**config.mk**
```make
export PLATFORM = sky130hd
export DESIGN_NAME = utf8_stream_decoder_top
export DESIGN_NICKNAME = d
export VERILOG_FILES = /design/src/u8sd_pkg.sv /design/src/u8sd_in_stage.sv /design/src/u8sd_core.sv /design/src/u8sd_out_stage.sv /design/src/utf8_stream_decoder_top.sv
export SDC_FILE = /design/constraint.sdc
export NUM_CORES = 1
export LEC_CHECK = 0
export BUFFER_PORTS_ARGS = -buffer_cell sky130_fd_sc_hd__buf_2
export CAP_MARGIN = 20
export CORE_ASPECT_RATIO = 0.5
export CORE_MARGIN = 2
export CORE_UTILIZATION = 49
export CTS_CLUSTER_DIAMETER = 40
export DETAILED_ROUTE_END_ITERATION = 7
export PLACE_DENSITY = 0.85
export SETUP_SLACK_MARGIN = 0.2
export SYNTH_ARGS = -nofsm -noshare
export SYNTH_HDL_FRONTEND = slang
export SYNTH_HIERARCHICAL = 1
export SYNTH_SLANG_ARGS = --single-unit
```
**constraint.sdc**
```tcl
create_clock -name clk -period 2.3 [get_ports clk]
set_input_delay 0 -clock clk [delete_from_list [all_inputs] [get_ports clk]]
set_output_delay 0 -clock clk [all_outputs]
set_load 0.05 [all_outputs]
```
**src/u8sd_pkg.sv**
```systemverilog
package u8sd_pkg;

  localparam int unsigned CP_W    = 21;
  localparam int unsigned BYTE_W  = 8;
  localparam int unsigned CNT_W   = 2;
  localparam int unsigned CONT_W  = 6;

  typedef enum logic [1:0] {
    ST_OK       = 2'd0,
    ST_BAD_LEAD = 2'd1,
    ST_TRUNC    = 2'd2
  } status_t;

  // byte item from input register to decoder
  typedef struct packed {
    logic [BYTE_W-1:0] data_byte;
    logic              end_of_buffer;
  } in_item_t;

  // decoder result toward output register
  typedef struct packed {
    logic            emit;
    logic [CP_W-1:0] code_point;
    status_t         status;
  } result_t;

endpackage

```
**src/u8sd_in_stage.sv**
```systemverilog
module u8sd_in_stage
  import u8sd_pkg::*;
(
  input  logic              clk,
  input  logic              rst_n,
  input  logic              in_valid,
  output logic              in_ready,
  input  logic [BYTE_W-1:0] in_data_byte,
  input  logic              in_end_of_buffer,
  input  logic              advance,
  output logic              item_valid,
  output in_item_t          item
);

  logic     valid_r;
  logic     valid_nxt;
  in_item_t item_r;

  assign in_ready   = !valid_r || advance;
  assign item_valid = valid_r;
  assign item       = item_r;

  always_comb begin
    valid_nxt = valid_r;
    if (in_valid && in_ready) begin
      valid_nxt = 1'b1;
    end else if (advance) begin
      valid_nxt = 1'b0;
    end
  end

  always_ff @(posedge clk) begin
    if (!rst_n) begin
      valid_r <= 1'b0;
    end else begin
      valid_r <= valid_nxt;
    end
  end

  always_ff @(posedge clk) begin
    if (in_valid && in_ready) begin
      item_r.data_byte     <= in_data_byte;
      item_r.end_of_buffer <= in_end_of_buffer;
    end
  end

endmodule

```
**src/u8sd_core.sv**
```systemverilog
module u8sd_core
  import u8sd_pkg::*;
(
  input  logic     clk,
  input  logic     rst_n,
  input  logic     advance,
  input  in_item_t item,
  output result_t  result
);

  logic [CP_W-1:0]  partial_r;
  logic [CP_W-1:0]  partial_nxt;
  logic [CNT_W-1:0] cnt_r;
  logic [CNT_W-1:0] cnt_nxt;
  logic [BYTE_W-1:0] c;
  logic [CP_W-1:0]  shifted;
  logic             is_lead;

  assign c       = item.data_byte;
  assign shifted = {partial_r[CP_W-CONT_W-1:0], c[CONT_W-1:0]};

  always_comb begin
    partial_nxt       = partial_r;
    cnt_nxt           = cnt_r;
    is_lead           = 1'b0;
    result.emit       = 1'b0;
    result.code_point = '0;
    result.status     = ST_OK;
    if (cnt_r == '0) begin
      priority if (c[7] == 1'b0) begin
        result.emit       = 1'b1;
        result.code_point = {{(CP_W-BYTE_W){1'b0}}, c};
      end else if (c[7:5] == 3'b110) begin
        is_lead     = 1'b1;
        partial_nxt = {{(CP_W-5){1'b0}}, c[4:0]};
        cnt_nxt     = CNT_W'(1);
      end else if (c[7:4] == 4'b1110) begin
        is_lead     = 1'b1;
        partial_nxt = {{(CP_W-4){1'b0}}, c[3:0]};
        cnt_nxt     = CNT_W'(2);
      end else if (c[7:3] == 5'b11110) begin
        is_lead     = 1'b1;
        partial_nxt = {{(CP_W-3){1'b0}}, c[2:0]};
        cnt_nxt     = CNT_W'(3);
      end else begin
        result.emit   = 1'b1;
        result.status = ST_BAD_LEAD;
      end
      if (is_lead && item.end_of_buffer) begin
        partial_nxt   = '0;
        cnt_nxt       = '0;
        result.emit   = 1'b1;
        result.status = ST_TRUNC;
      end
    end else begin
      cnt_nxt = cnt_r - CNT_W'(1);
      priority if (cnt_nxt == '0) begin
        partial_nxt       = '0;
        result.emit       = 1'b1;
        result.code_point = shifted;
      end else if (item.end_of_buffer) begin
        partial_nxt   = '0;
        cnt_nxt       = '0;
        result.emit   = 1'b1;
        result.status = ST_TRUNC;
      end else begin
        partial_nxt = shifted;
      end
    end
  end

  always_ff @(posedge clk) begin
    if (!rst_n) begin
      partial_r <= '0;
      cnt_r     <= '0;
    end else if (advance) begin
      partial_r <= partial_nxt;
      cnt_r     <= cnt_nxt;
    end
  end

  a_eob_idle: assert property (@(posedge clk) disable iff (!rst_n)
    advance && item.end_of_buffer |=> cnt_r == '0)
    else $error("sequence state survives end of buffer");

  a_err_zero: assert property (@(posedge clk) disable iff (!rst_n)
    result.emit && result.status != ST_OK |-> result.code_point == '0)
    else $error("error result with nonzero code point");

  a_mid_silent: assert property (@(posedge clk) disable iff (!rst_n)
    advance && cnt_r != '0 && !result.emit |=> cnt_r == $past(cnt_r) - CNT_W'(1))
    else $error("continuation count did not step down");

  a_lead_count: assert property (@(posedge clk) disable iff (!rst_n)
    advance && cnt_r == '0 && c[7:4] == 4'b1110 && !item.end_of_buffer |=> cnt_r == CNT_W'(2))
    else $error("three-byte lead did not expect two continuation bytes");

endmodule

```
**src/u8sd_out_stage.sv**
```systemverilog
module u8sd_out_stage
  import u8sd_pkg::*;
(
  input  logic            clk,
  input  logic            rst_n,
  input  logic            load,
  input  result_t         result,
  output logic            space,
  output logic            out_valid,
  input  logic            out_ready,
  output logic [CP_W-1:0] out_code_point,
  output logic [1:0]      out_status
);

  logic            valid_r;
  logic            valid_nxt;
  logic [CP_W-1:0] cp_r;
  status_t         status_r;

  assign space          = !valid_r || out_ready;
  assign out_valid      = valid_r;
  assign out_code_point = cp_r;
  assign out_status     = status_r;

  always_comb begin
    valid_nxt = valid_r;
    if (load) begin
      valid_nxt = 1'b1;
    end else if (out_ready) begin
      valid_nxt = 1'b0;
    end
  end

  always_ff @(posedge clk) begin
    if (!rst_n) begin
      valid_r <= 1'b0;
    end else begin
      valid_r <= valid_nxt;
    end
  end

  always_ff @(posedge clk) begin
    if (load) begin
      cp_r     <= result.code_point;
      status_r <= result.status;
    end
  end

endmodule

```
**src/utf8_stream_decoder_top.sv**
```systemverilog
// Each item passes the input register, then its result the output register.
// Throughput: one byte per cycle while out_ready stays high; the decode
//   state (partial value, continuation count) is registered and updates on each advance.
// Bytes that only start or extend a sequence give no result.
// Reset: synchronous, active low; clears both stages and the decode state.
module utf8_stream_decoder_top
  import u8sd_pkg::*;
(
  input  logic              clk,
  input  logic              rst_n,
  input  logic              in_valid,
  output logic              in_ready,
  input  logic [BYTE_W-1:0] in_data_byte,
  input  logic              in_end_of_buffer,
  output logic              out_valid,
  input  logic              out_ready,
  output logic [CP_W-1:0]   out_code_point,
  output logic [1:0]        out_status
);

  logic     item_valid;
  in_item_t item;
  result_t  result;
  logic     space;
  logic     advance;

  assign advance = item_valid && space;

  u8sd_in_stage u_in (
    .clk              (clk),
    .rst_n            (rst_n),
    .in_valid         (in_valid),
    .in_ready         (in_ready),
    .in_data_byte     (in_data_byte),
    .in_end_of_buffer (in_end_of_buffer),
    .advance          (advance),
    .item_valid       (item_valid),
    .item             (item)
  );

  u8sd_core u_core (
    .clk     (clk),
    .rst_n   (rst_n),
    .advance (advance),
    .item    (item),
    .result  (result)
  );

  u8sd_out_stage u_out (
    .clk            (clk),
    .rst_n          (rst_n),
    .load           (advance && result.emit),
    .result         (result),
    .space          (space),
    .out_valid      (out_valid),
    .out_ready      (out_ready),
    .out_code_point (out_code_point),
    .out_status     (out_status)
  );

endmodule

```
After elaboration in Yosys (flattened, before gate mapping)
Index checks and enable logic that the tools add are counted.

Bits of input ports: 13. Flip-flop bits (word level): 51.

Reduce and logical (&&, ||, !) cells: 13. Multiplexer cells: 42. Equal/unequal tests: 5. Add/sub/neg operators: 1.

Operators with widths (count): 15-bit 2-to-1 mux (8); 2-bit 2-to-1 mux (14); 24-bit 2-to-1 mux (1); 21-bit 2-to-1 mux (1); 1-bit 2-to-1 mux (17); 7-bit 2-to-1 mux (1); 5-bit == test, second input constant (1); 5-bit != test, second input constant (1); 4-bit == test, second input constant (1); 1-bit logical AND (4); 2-bit zero test (2); 2-bit nonzero test (2); 3-bit == test, second input constant (1); 3-bit != test, second input constant (1); 3-bit AND reduction (1); 1-bit zero test (2); 1-bit logical OR (2); 2-bit by 1-bit subtractor with 2-bit output, second input constant (1).

Logic depth before layout (Yosys ltp)
Depth after elaboration: 11. Mapped depth: 9.

By module
The synthesis kept the hierarchy.

Modules (own cells, without submodules): u8sd_core (cells an instance 130, area an instance 972.2 µm², seq. area each 340.3 µm², times used 1); u8sd_out_stage (cells an instance 27, area an instance 739.5 µm², seq. area each 710.7 µm², times used 1); u8sd_in_stage (cells an instance 14, area an instance 327.8 µm², seq. area each 290.3 µm², times used 1); utf8_stream_decoder_top (cells an instance 2, area an instance 12.5 µm², seq. area each 0.0 µm², times used 1).

Worst setup path before layout
Ideal clock, no wire load.

Kind: register to register. From: reg u_core.cnt_r[0]. To: reg u_out.cp_r[0], in the netlist u_out/out_code_point[0] (enable). Data arrival time: 1900 ps. Setup slack: 18 ps. Path buffers: 1. Stages on the path, launching flop included: 8. Required time: 1917 ps. Library setup time: 383 ps. Cells stage by stage: dfxtp_1 -> inv_1 -> ha_1 -> buf_4 -> nor2b_1 -> nor2_1 -> nand2_1 -> and3_1.

RTL lines: start, declared (line u8sd_core.sv:13) `logic [CNT_W-1:0] cnt_r;`; start signal, assigned (line u8sd_core.sv:78) `cnt_r <= cnt_nxt;`; end signal, assigned (line u8sd_out_stage.sv:44) `cp_r <= result.code_point;`; end, declared (line u8sd_out_stage.sv:17) `logic [CP_W-1:0] cp_r;`.

==> results_dict.tcl <==
set metrics [dict create \
    grt_pass1_wl_um 6040 \
    power_density_mw_per_mm2 747 \
    maxCapViolCount 0 \
    final_area_mm2 0.00250 \
    mostFrequentLayoutCell "buf_2" \
    post_cts_resized 0 \
    ys_async_sr_fraction_pct 0 \
    fin_hold_ws_ns 0.134 \
    synth_area_mm2 0.00205 \
    rsz0062_at_grt "false" \
    wire_per_inst_um 13.5 \
    grt_overflow_total 0 \
    r2r_setup_slack_ns 0.45 \
    ys.flop_type "edfxtp_1" \
    track_usage_pct 17.2 \
    ctsRootBufferMaster "clkbuf_8" \
    io_buffer_count 37 \
    synth.top_cells.by_area "edfxtp_1 47%, dfxtp_1 19%, and2_1 6.4%" \
    drive_gt1_share_pct 26.1 \
    cp.arrival_ns 1.91 \
    dr_total_vias 1413 \
    finalHoldViolCount 0 \
    fin_util_pct 63.2 \
    synth.net_count 188 \
    synth.largest_area_cell "edfxtp_1" \
    fin_crit_ns 1.85 \
    start_util_pct 51.8 \
    endpoint_kind "register" \
    antenna_found_initial 0 \
    htree_levels 2 \
    n_antenna_cell 0 \
    fp-row-count 16 \
    pre_cts_slack_ns 0.495 \
    core_mm2 0.00396 \
    clk_latency_ns 0.30 \
    cts_sinks 51 \
    start_kind "register" \
    synth_edf_count 32 \
    syn_to_final_growth_pct 22.0 \
    required_ns 2.36 \
    fp.dieArea_mm2 0.00475 \
    drt_iter0_drc 126 \
    synth-seq-area-share_pct 65.4 \
    cts_tree "yes" \
    antenna_left 0 \
    setup_tns_ns 0 \
    syn_area_per_cell_um2 11.9 \
    post-route-period-util_pct 80.4 \
    path_clk_slew_ns 0.09 \
    die_y_um 49.8 \
    relSlewSlack_pct 74.3 \
    cellLeakagePower_nw 0.969 \
    netlist_instances 173 \
    ys_ff_latch 51 \
    setup_viol 0 \
    clk_path_buf_depth 2 \
    ys_types 33 \
    cp_max_fo 14 \
    grt_pass1_vias 1325 \
    final_cell_mix "37 x buf_2, 32 x edfxtp_1, 21 x and2_1, 19 x dfxtp_1" \
    nets 240 \
    yosysWarningCount 6 \
    clock_skew_ns 0.00338 \
    vias_per_cell 5.05 \
    first_pass_iters 4 \
    grt_max_degree 35 \
    yosys.area.top_type_share_pct 46.8 \
    tightestPinTransition_ns 0.385 \
    numCtsBuffers 5 \
    finalWeightedCongestion 0.892 \
    worst_hold_path_type "in -> reg" \
    fmax_ghz 0.541 \
    critPathKind "reg -> reg" \
    place_area_mm2 0.00230 \
    ios 38 \
    status "complete, no violations" \
    dp_hpwl_um 2570 \
    wl_um 3790 \
    vdd_drop_max_uv 386 \
    dieWidth_um 95.5 \
    fin_ws_ns 0.451 \
    slew_violations 0 \
    drc 0 \
]
sequential cells by signal, summed over array words and instances, names as in the netlist:
signal                count
u_out/out_code_point     21
u_core/partial_r         15
u_in/item                 9
u_core/cnt_r              2
u_out/out_status          2
u_in/item_valid           1
u_out/out_valid           1
path summary, 6_finish.rpt:
kind                                     startpoint                                  to  cells past startpoint
hold reg to reg   u_core/partial_r[12]$_SDFFE_PN0P_   u_core/partial_r[12]$_SDFFE_PN0P_                      2
hold / removal                                rst_n    u_core/partial_r[1]$_SDFFE_PN0P_                      3
setup reg to reg       u_core/cnt_r[0]$_SDFFE_PN0P_  u_out/out_code_point[16]$_DFFE_PP_                      7
setup / recovery       u_core/cnt_r[0]$_SDFFE_PN0P_  u_out/out_code_point[16]$_DFFE_PP_                      7
cell families after synthesis:
kind of cell	synth area share, %
adders and majority gates	1.22
and+or+nand+nor	19.5
DFF	65.4
AOI/OAI and AO/OA	10.1
buffers and inverters	3.90
through the flow:
stage / power [W] / instances
2_1_floorplan: 0.00127 / 173
3_3_place_gp: 0.00133 / 261
3_5_place_dp: 0.00134 / 261
4_1_cts: 0.00188 / 280
5_1_grt: 0.00194 / 280
6_report: 0.00187 / 280
where the power goes:
group / switching, W / leakage [nW] / internal (W) / total (W)
Sequential: 0.0000232 / 0.462 / 0.00102 / 0.00105
Clock: 0.000292 / 0.0516 / 0.000246 / 0.000538
Combinational: 0.000200 / 0.455 / 0.0000851 / 0.000285
worst max-delay path, cell delays in order, from the launching register on:
cell,delay [ns]
dfxtp_1,0.38
inv_1,0.06
ha_1,0.27
and4_4,0.19
a21oi_1,0.22
nand2_1,0.07
and3_2,0.22
buf_4,0.19
final cells by class:
type / count / area, um^2
flip-flops and latches: 51 / 1340
inverters: 9 / 33.8
fillers: 323 / 1460
multi-input cells: 105 / 632
repair buffers: 53 / 333
well taps: 54 / 67.6
clock buffers: 6 / 82.6
clock inverters: 2 / 13.8
cells in the mapped netlist, types with 3 or more instances:
master,count
nand4_1,3
dfxtp_1,19
nand3_1,11
edfxtp_1,32
inv_1,9
nand2_1,17
nor2_1,5
o21ai_0,17
clkbuf_1,4
a21oi_1,4
and2_1,21
per-layer routing:
layer | global-route usage (%) | vias to the layer above | part of all wire (%)
li1 | - | 708 | -
met1 | 23.3 | 665 | 46
met2 | 27.0 | 35 | 48
met3 | 3.67 | 5 | 4.7
met4 | 7.14 | 0 | 1.3
met5 | 0 | - | 0
timing repair:
action                    4_1_cts  5_1_grt
setup buffers                   0        0
hold buffers                   11        0
hold endpoints to repair       11        0
(Power assumes the default switching activity.)
